$ cat config.mk
export PLATFORM = sky130hd
export DESIGN_NAME = spsh_div
export DESIGN_NICKNAME = d
export VERILOG_FILES = /design/src/hdl/swept_point_segment_hit_unit_assert.svh /design/src/hdl/spsh_div.sv
export SDC_FILE = /design/constraint.sdc
export NUM_CORES = 1
export LEC_CHECK = 0
export BUFFER_PORTS_ARGS = -buffer_cell sky130_fd_sc_hd__buf_2
export CAP_MARGIN = 25
export CORE_ASPECT_RATIO = 1.75
export CORE_MARGIN = 4
export CORE_UTILIZATION = 42
export DETAILED_ROUTE_END_ITERATION = 10
export GPL_ROUTABILITY_DRIVEN = 0
export HOLD_SLACK_MARGIN = 0.1
export PLACE_DENSITY = 0.74
export SLEW_MARGIN = 20
export SYNTH_ARGS = -nofsm -noshare
export SYNTH_HDL_FRONTEND = slang
export SYNTH_SLANG_ARGS = --single-unit
$ cat constraint.sdc
create_clock -name clk -period 7.56 [get_ports clk]
set_input_delay 0 -clock clk [delete_from_list [all_inputs] [get_ports clk]]
set_output_delay 0 -clock clk [all_outputs]
set_load 0.01 [all_outputs]
$ cat src/hdl/swept_point_segment_hit_unit_assert.svh
// Assertion macros used by the block's top module.
`ifndef SWEPT_POINT_SEGMENT_HIT_UNIT_ASSERT_SVH
`define SWEPT_POINT_SEGMENT_HIT_UNIT_ASSERT_SVH
// Implication checked on every rising clock edge outside reset.
`define SPSH_ASSERT_IMP(label, clk, rst, ante, cons, msg) \
  label: assert property (@(posedge clk) disable iff (rst) (ante) |-> (cons)) else $error(msg);
// Implication whose consequent is checked in the cycle after the antecedent.
`define SPSH_ASSERT_NEXT(label, clk, rst, ante, cons, msg) \
  label: assert property (@(posedge clk) disable iff (rst) (ante) |=> (cons)) else $error(msg);
`endif

$ cat src/hdl/spsh_div.sv
// ----------------------------------------------------------------------------
// spsh_div
// Restoring fraction divider: floor(num * 2^FRAC_BITS / den), one bit a cycle.
// ----------------------------------------------------------------------------
module spsh_div #(
  parameter int FRAC_BITS = 16
) (
  input  logic                 clk,
  input  logic                 rst,
  input  logic                 start,
  input  logic [66:0]          num,
  input  logic [66:0]          den,
  output logic                 done,
  output logic [FRAC_BITS:0]   quot
);

  localparam int CW = $clog2(FRAC_BITS + 2);

  logic [67:0]   rem;
  logic [67:0]   dvs;
  logic [CW-1:0] cnt;
  logic          busy;
  logic          ge;

  assign ge = rem >= dvs;

  // One quotient bit per cycle.
  always_ff @(posedge clk) begin
    if (rst) begin
      busy <= 1'b0;
      done <= 1'b0;
      cnt  <= '0;
    end else begin
      done <= 1'b0;
      if (start) begin
        busy <= 1'b1;
        cnt  <= '0;
        rem  <= {1'b0, num};
        dvs  <= {1'b0, den};
        quot <= '0;
      end else if (busy) begin
        quot <= {quot[FRAC_BITS-1:0], ge};
        rem  <= (ge ? rem - dvs : rem) << 1;
        if (cnt == CW'(FRAC_BITS)) begin
          busy <= 1'b0;
          done <= 1'b1;
        end
        cnt <= cnt + 1'b1;
      end
    end
  end

endmodule

==> results.sh <==
export IMPL_skew_ps=20.0
export IMPL_syn_avg_cell_area_um2=9.41
export IMPL_viasPerCell=5.59
export IMPL_synth_cell_type_count=68
export IMPL_dr_pass1_iters=5
export IMPL_finalPower_mw=3.00
export IMPL_min_period_ps=4520
export IMPL_worstPathArrival_ps=4740
export IMPL_hold_viol=0
export IMPL_path_buf_inv=1
export IMPL_startpoint="rem[7]$_DFFE_PP_"
export IMPL_relSlewSlack_pct=30.9
export IMPL_cts_buffers=17
export IMPL_wl_per_cell_um=18.4
export IMPL_layout_worst_path_cycle_share_pct=59.8
export IMPL_crit_path_max_fanout=22
export IMPL_p_per_area_nw_per_um2=219
export IMPL_cts_tree="done"
export IMPL_drc=0
export IMPL_internal_power_mw=2.00
export IMPL_grt_pass1_wl_um=48600
export IMPL_leakagePower_nw=5.72
export IMPL_drive_gt1_share_pct=16.9
export IMPL_wirelength_um=31700
export IMPL_power_frac_seq_pct=36.7
export IMPL_port_buffers=154
export IMPL_fmax_mhz=221
export IMPL_dpl_hpwl_um=21800
export IMPL_grt_util_all_layers_pct=22.2
export IMPL_status="finished, final reports clean"
export IMPL_initial_core_util_pct=42.5
export IMPL_antenna_found_initial=2
export IMPL_clockPowerShare_pct=31.5
export IMPL_dieHeight_um=219
export IMPL_ir_worst_vdd_uv=167
export IMPL_combPwrFrac_pct=31.8
export IMPL_layout_common_cells="154 x buf_2, 152 x edfxtp_1, 135 x dlygate4sd3_1"
export IMPL_vias=9646
export IMPL_synth_top_area_share_pct=42.6
export IMPL_critPathRequiredTime_ps=7780
export IMPL_async_reset_ff_share_pct=0
export IMPL_cap_violations=0
export IMPL_holdWs_ps=160
export IMPL_post_cts_resize_count=0
export IMPL_yosys_top_cells_area="edfxtp_1 43%, ha_1 8.1%, a21oi_1 5.8%, nor2_1 4.1%, xnor2_1 3.3%"
export IMPL_swShare_pct=33.1
export IMPL_synth_edf_count=152
export IMPL_finalSetupTns_ps=0
export IMPL_die_w_um=129
export IMPL_grt_max_degree=70
export IMPL_grt_pass1_vias=9634
export IMPL_cts_root_buf="clkbuf_16"
export IMPL_cts_sinks=159
export IMPL_cp_common_cell="a21oi_1"
export IMPL_syn_num_nets=1346
export IMPL_crit_chain="ha_1 -> a21oi_1 -> o21ai_0 -> a221o_1 -> a211o_1 -> a21oi_1 -> o211ai_1 -> nor2_2 -> o31a_1 -> buf_4 -> a21oi_1 -> a211o_1 -> o221a_2"
export IMPL_postRouteAntennaNets=0
export IMPL_p_switching_uw=994
export IMPL_tightest_slew_ps=1040
export IMPL_mostFrequentLayoutCell="buf_2"
export IMPL_io_pins=155
export IMPL_syn_instance_count=1139
export IMPL_grt_ovfl_total=0
export IMPL_maxSlewViolCount=0
export IMPL_drt_iter0_markers=581
export IMPL_die_area_um2=28200
export IMPL_cts_clk_slew_worst_paths_ps=70
export IMPL_synth_top_area_cell="edfxtp_1"
export IMPL_netlist_area_um2=10700
export IMPL_ys_seq_area_share_pct=43.9
export IMPL_hp_class="primary input to register"
export IMPL_row_count=77
export IMPL_critPathKind="register to register"
export IMPL_coreArea_um2=25200
export IMPL_finalSetupViolCount=0
export IMPL_post_cts_setup_buffers=0
export IMPL_rsz0062_at_grt="no"
export IMPL_ctsHoldBuffers=135
export IMPL_r2r_start="rem[7]$_DFFE_PP_"
export IMPL_critPathCaptureType="register"
export IMPL_h_tree_depth=4
export IMPL_yosys_warnings=0
export IMPL_synth_seq_cells=159
export IMPL_synth_flop_cell="edfxtp_1"
export IMPL_cts_buffer_depth=2
export IMPL_max_stage_delay_ps=740
export IMPL_nets=1602
export IMPL_cp_start_kind="register"
export IMPL_slowest_stage="o31a_1"
export IMPL_crit_family="compound AO/OA/AOI/OAI gates"
export IMPL_clkLatencyLatePin_ps=470
export IMPL_min_from="start"
export IMPL_syn_to_final_growth_pct=27.8
export IMPL_utilization_pct=54.3
==> power by group through the flow <==
stage	logic, mW	registers [mW]	clock network, mW
final	0.953	1.10	0.944
after CTS	0.940	1.10	0.956
after global placement	0.865	1.12	0
after global routing	1.04	1.11	0.987
after floorplan	0.659	1.11	0
after detailed placement	0.877	1.12	0
==> tightest hold or removal path, delay by kind of cell <==
kind / cells / cell delay, ps
simple gates: 1 / 170
buf+inv: 2 / 210
==> state kept, by name, summed over array words and instances, names as in the netlist <==
name,cells
busy,1
quot,17
rem,68
done,1
cnt,5
dvs,67
==> final cells by class <==
type	instances	area, um2
fill	2246	11500
multi-input combinational	827	5440
sequential	159	4700
timing repair buffer	297	2180
clock buffer	17	425
tap	316	395
inverter	93	349
clock inverter	15	196
antenna	2	5.00
==> final timing paths <==
| kind | to | slack, ps | cells past startpoint |
|---|---|---|---|
| worst min register to register | cnt[4]$_SDFFE_PP0P_ | 540 | 2 |
| worst max-delay path | rem[65]$_DFFE_PP_ | 3040 | 13 |
| worst max register to register | rem[65]$_DFFE_PP_ | 3040 | 13 |
| worst min-delay path | dvs[15]$_DFFE_PP_ | 160 | 3 |
==> Yosys cell counts (3+ instances only) <==
library cell	count
o21ai_1	3
nand3b_1	3
nor2b_1	25
a211o_1	4
clkbuf_1	46
o21ba_2	3
a21o_1	30
nor4_1	6
ha_1	69
a31oi_1	21
a221o_1	3
a2bb2oi_1	4
o2111ai_1	3
buf_2	12
and3_1	14
or3_1	5
mux2i_1	7
nor3_1	13
o211ai_1	5
o21bai_1	16
nor2_1	116
edfxtp_1	152
mux2_2	29
a21boi_0	3
a21oi_1	124
nand3_1	14
xor2_1	19
nand2_1	86
inv_1	93
a211oi_1	9
o21a_1	6
xnor2_1	40
o31a_1	3
dfxtp_1	7
nand4_1	31
or4_1	5
nand2b_1	7
o31ai_1	3
and4_1	3
o21ai_0	66
==> per-stage QoR <==
| stage | cells | instance area, um2 | worst slack [ps] |
|---|---|---|---|
| 6_report | 1726 | 13700 | 3040 |
| 2_1_floorplan | 1139 | 10700 | 2860 |
| 3_5_place_dp | 1557 | 11700 | 3090 |
| 5_1_grt | 1726 | 13700 | 2820 |
| 4_1_cts | 1724 | 13700 | 3080 |
| 3_3_place_gp | 1557 | 11700 | 3220 |
==> per-layer routing <==
metal | vias up | track usage [%] | wire length, um
met3 | 128 | 3.58 | 1430
met5 | - | 0 | 0
li1 | 4633 | - | -
met1 | 4519 | 23.2 | 11500
met4 | 0 | 15.4 | 2210
met2 | 366 | 39.8 | 16500
==> cells by family (layout without fill, tap and decap cells) <==
kind of cell | count (synthesis) | count (layout) | share of synthesized area [%]
AO/OA/AOI/OAI | 325 | 325 | 19.0
XOR/XNOR | 59 | 59 | 4.82
flip-flops | 159 | 159 | 43.9
buffers and inverters | 153 | 422 | 5.53
multiplexers | 36 | 36 | 3.70
AND/OR/NAND/NOR | 337 | 337 | 14.9
other | 0 | 2 | 0
adder cells (fa/ha/maj) | 70 | 70 | 8.24
No activity file was read; power rests on OpenSTA's default activity.
