File: src/hdl/swept_point_segment_hit_unit_assert.svh
// Assertion macros used by the block's top module.
`ifndef SWEPT_POINT_SEGMENT_HIT_UNIT_ASSERT_SVH
`define SWEPT_POINT_SEGMENT_HIT_UNIT_ASSERT_SVH
// Implication checked on every rising clock edge outside reset.
`define SPSH_ASSERT_IMP(label, clk, rst, ante, cons, msg) \
  label: assert property (@(posedge clk) disable iff (rst) (ante) |-> (cons)) else $error(msg);
// Implication whose consequent is checked in the cycle after the antecedent.
`define SPSH_ASSERT_NEXT(label, clk, rst, ante, cons, msg) \
  label: assert property (@(posedge clk) disable iff (rst) (ante) |=> (cons)) else $error(msg);
`endif

File: src/hdl/spsh_pkg.sv
// ----------------------------------------------------------------------------
// spsh_pkg
// Types, constants and codes shared by the swept point segment hit block.
// ----------------------------------------------------------------------------
package spsh_pkg;

  localparam int MAX_SEGMENTS_DEF = 32;
  localparam int FRAC_BITS_DEF    = 16;

  // Request codes.
  localparam logic [1:0] REQ_ADD   = 2'd0;
  localparam logic [1:0] REQ_QUERY = 2'd1;
  localparam logic [1:0] REQ_CLEAR = 2'd2;

  // Configuration register indexes.
  localparam logic [2:0] CFG_XX = 3'd0;
  localparam logic [2:0] CFG_XY = 3'd1;
  localparam logic [2:0] CFG_YX = 3'd2;
  localparam logic [2:0] CFG_YY = 3'd3;
  localparam logic [2:0] CFG_TX = 3'd4;
  localparam logic [2:0] CFG_TY = 3'd5;

  typedef struct packed {
    logic [1:0]         req_type;
    logic signed [31:0] seg_a_x;
    logic signed [31:0] seg_a_y;
    logic signed [31:0] seg_b_x;
    logic signed [31:0] seg_b_y;
    logic signed [31:0] start_x;
    logic signed [31:0] start_y;
    logic signed [31:0] end_x;
    logic signed [31:0] end_y;
  } req_t;

  typedef struct packed {
    logic               hit;
    logic signed [31:0] hit_x;
    logic signed [31:0] hit_y;
    logic               status;
  } rsp_t;

  // Operations of the shared multiply-accumulate unit.
  typedef enum logic [1:0] {
    MAC_LOAD,
    MAC_ADD,
    MAC_SUB
  } mac_op_t;

  // Control from the sequencer to the multiply-accumulate unit.
  typedef struct packed {
    logic    en;
    mac_op_t op;
  } mac_ctl_t;

  // Sequencer states.
  typedef enum logic [4:0] {
    ST_IDLE,
    ST_RD,
    ST_RDW,
    ST_XF,
    ST_DIFF,
    ST_S,
    ST_T,
    ST_TEST,
    ST_DIV,
    ST_HX,
    ST_HY,
    ST_HXS,
    ST_D1,
    ST_D2,
    ST_NEXT,
    ST_RESP
  } state_t;

endpackage

File: src/hdl/spsh_mac.sv
// ----------------------------------------------------------------------------
// spsh_mac
// Shared 33x34 signed multiplier with a registered 96 bit accumulator.
// ----------------------------------------------------------------------------
module spsh_mac import spsh_pkg::*; (
  input  logic               clk,
  input  mac_ctl_t           ctl,
  input  logic signed [32:0] op_a,
  input  logic signed [33:0] op_b,
  output logic signed [95:0] acc
);

  logic signed [66:0] prod;

  assign prod = op_a * op_b;

  // Load, add or subtract one product per cycle while ctl.en is set.
  always_ff @(posedge clk) begin
    if (ctl.en) begin
      unique case (ctl.op)
        MAC_LOAD: acc <= 96'(prod);
        MAC_ADD:  acc <= acc + 96'(prod);
        MAC_SUB:  acc <= acc - 96'(prod);
        default:  acc <= acc;
      endcase
    end
  end

endmodule

File: config.mk
export PLATFORM = sky130hd
export DESIGN_NAME = spsh_mac
export DESIGN_NICKNAME = d
export VERILOG_FILES = /design/src/hdl/swept_point_segment_hit_unit_assert.svh /design/src/hdl/spsh_pkg.sv /design/src/hdl/spsh_mac.sv
export SDC_FILE = /design/constraint.sdc
export NUM_CORES = 2
export LEC_CHECK = 0
export BUFFER_PORTS_ARGS = -buffer_cell sky130_fd_sc_hd__buf_2
export CAP_MARGIN = 20
export CORE_ASPECT_RATIO = 0.75
export CORE_MARGIN = 1.5
export CORE_UTILIZATION = 40
export DETAILED_ROUTE_END_ITERATION = 12
export MAX_ROUTING_LAYER = met4
export SYNTH_ARGS = -nofsm -noshare
export SYNTH_HDL_FRONTEND = slang
export SYNTH_SLANG_ARGS = --single-unit
File: constraint.sdc
create_clock -name clk -period 14.05 [get_ports clk]
set_input_delay 2.81 -clock clk [delete_from_list [all_inputs] [get_ports clk]]
set_output_delay 2.81 -clock clk [all_outputs]
set_load 0.01 [all_outputs]
==> qor.txt <==
Synthesis-to-finish area growth = 20.7%
GRT overflow = 0
CP arrival = 13.93 ns
Placeable Area = 129000 um^2
Post-DP HPWL = 134000 um
Global Route Usage Sum = 24.3%
Critical path class = input port to flip-flop
Drt pass-1 iters = 5
CTS Buf Count = 9
RSZ-0062 raised after global routing = yes
Die X-Extent = 419 um
Tmin final = 13.72 ns
Crit path max fanout = 8
Cell mode on critical path = fa_1
Via count = 42.3k
Distinct cells, synth = 92
Post-synth EDFFs = 96
DRT antenna net count = 0
Share of cells above drive strength 1 = 19.4%
Root Driver = clkbuf_16
IO Count = 167
Outcome = finished, final reports clean
PnR worst setup slack = 0.332 ns
Crit path capture type = flip-flop
Period utilization = 97.6%
Vias in the first global route = 43.7k
Die area = 132000 um^2
Synthesized flop and latch total = 96
# rows = 114
Yosys warnings = 0
Final Wtd Congestion = 0.941
Maximum clock frequency = 72.9 MHz
CP peak stage delay = 0.59 ns
Largest register FFs = 96
Initial Util = 40.3%
Ranking of synthesized cells by area = fa_1, inv_1, ha_1, and2_1, edfxtp_1
Cts hold-fix bufs = 0
Post-synth top area share = 45.5%
Drt drc = 0
Cells after Synth = 5859
Slew HR = 28.7%
CP max-delay cell = fa_2
Die span in y = 315 um
Cell taking the most area after synthesis = fa_1
WL final = 154000 um
Clk slew on worst S/H paths = 0.09 ns
Layout Nets = 8178
Final setup viols = 0
Mapped Area = 51800 um^2
Most flop-heavy register = acc
First-pass GRT wire length = 245000 um
Delay-heaviest family, CP = adder cells
Port-buffer cells = 166
Hold Path Class = flip-flop to flip-flop
Initial antenna violation count = 2
Via/cell ratio = 5.06
Largest regs = acc x96
Crit start category = input port
Pre-CTS setup slack = -1.01 ns
Syn avg cell area = 8.85 um^2
H-tree Lvls = 3
Max cap viols = 0
Skew final = 0.0161 ns
Largest net degree at the start of global routing = 89
R2R Setup Slk = 9.59 ns
Final Hold Fails = 0
Fin. max-slew vios = 0
Initial drt markers = 2756
Ys async rst share = 0%
Clock sinks = 96
Clk_lat worst skew = 0.38 ns
Max Root-Sink Buffers = 2
CTS tree = done
Primary FF master, synth = edfxtp_1
Post-route design area = 62600 um^2
Slew @ Worst Pin = 1.07 ns
Setup TNS = 0 ns
Crit path required time = 14.27 ns
Syn_nets = 7424
Worst path buffer plus inverter count = 12
WL/cell = 18.4 um
Sequential fraction of the synthesis area = 5.56%
Area post-placement = 60500 um^2
-- cell type report --
type	count	area, um^2
fillers	12356	66100
multi-input cells	4234	44100
repair buffers	1053	8510
inverters	1219	4580
flip-flops and latches	96	2880
well taps	1740	2180
clock buffers	9	225
clock inverters	7	70.1
diodes	1	2.50
-- layer usage --
metal / track usage (%) / vias to the layer above / part of all wire (%)
li1: - / 19401 / -
met4: 3.89 / 0 / 1.8
met5: - / - / 0
met3: 3.90 / 139 / 6.9
met2: 36.9 / 1203 / 46
met1: 34.8 / 21533 / 46
-- through the flow --
step / cells / hold slack, ns / util (%)
after CTS: 8317 / 0.840 / 47.5
final: 8359 / 0.850 / 48.6
after global placement: 8297 / 0.793 / 47.0
after detailed placement: 8297 / 0.826 / 47.0
after floorplan: 5859 / 0.832 / -
after global routing: 8359 / 0.884 / 48.6
-- tightest hold or removal path: cells and delay by family (launching register included) --
| kind | cells | cell delay, ns |
|---|---|---|
| DFF | 1 | 0.42 |
| adders and majority gates | 1 | 0.19 |
| muxes | 1 | 0.14 |
-- kinds of logic (layout without fill, tap and decap cells) --
group                      Yosys count  in the layout  share of synthesized area (%)
and+or+nand+nor                   1771           1772                           17.2
buffers and inverters             1530           2288                           11.1
adders and majority gates         1494           1494                           53.1
AOI/OAI and AO/OA                  728            728                           8.93
xor gates and xnor gates           219            219                           3.70
DFF                                 96             96                           5.56
muxes                               21             21                          0.410
other                                0              1                              0
-- layout by cell type, fill, tap and decap left out, types with 22 or more instances in the layout --
master / count
fa_1: 1155
xor2_1: 79
nand2b_1: 25
buf_6: 54
nor2b_1: 31
buf_4: 818
fa_2: 22
ha_1: 300
xnor2_1: 136
nand4_1: 46
o21bai_1: 23
and2_1: 569
inv_1: 1210
a21oi_2: 41
buf_12: 41
o21a_1: 25
buf_2: 116
edfxtp_1: 96
a31oi_1: 25
nand2_1: 709
nor2_1: 165
nor3_1: 40
nand3_1: 53
a21o_1: 82
o21ai_0: 143
a21oi_1: 204
-- cell usage after synthesis (5+ instances only) --
cell          n
ha_1        317
o22ai_1       7
a211oi_1     24
o2111ai_1     7
mux2i_1      19
nand2_1     713
clkbuf_1    296
xor2_1       80
or2_2        11
nor3b_1       9
a21oi_1     234
xnor2_1     139
and3_1       20
and4_1        8
inv_1      1218
nor3_1       45
and2_1      581
fa_1       1177
a211o_1       6
o31a_1        6
nor4_1       13
a21oi_2      11
o211ai_1     19
o21a_1       26
nand4_1      46
nor4b_1       5
o21bai_1     23
nor2_1      167
a21o_1       82
nor2b_1      33
nand2b_1     26
a31oi_1      27
buf_1        12
or3_1        16
nand3_1      55
a41oi_1       6
a221o_1       7
o21ai_0     164
o31ai_1      12
o21ai_1       7
edfxtp_1     96
-- final timing paths --
path / start / to / depth (start not counted)
hold / removal: acc[1]$_DFFE_PP_ / acc[1]$_DFFE_PP_ / 2
setup reg to reg: acc[0]$_DFFE_PP_ / acc[82]$_DFFE_PP_ / 17
setup / recovery: op_a[3] / acc[95]$_DFFE_PP_ / 48
hold reg to reg: acc[1]$_DFFE_PP_ / acc[1]$_DFFE_PP_ / 2
-- timing repair --
item | in CTS | in global routing
setup buffers | 4 | 33
setup endpoints to repair | 22 | 32
gates cloned | 0 | 8
pin swaps | 18 | 133
gates resized for setup | 78 | 264
Power is not shown: default switching activity piles up to over one toggle a cycle in this logic, so the estimate is an artifact.
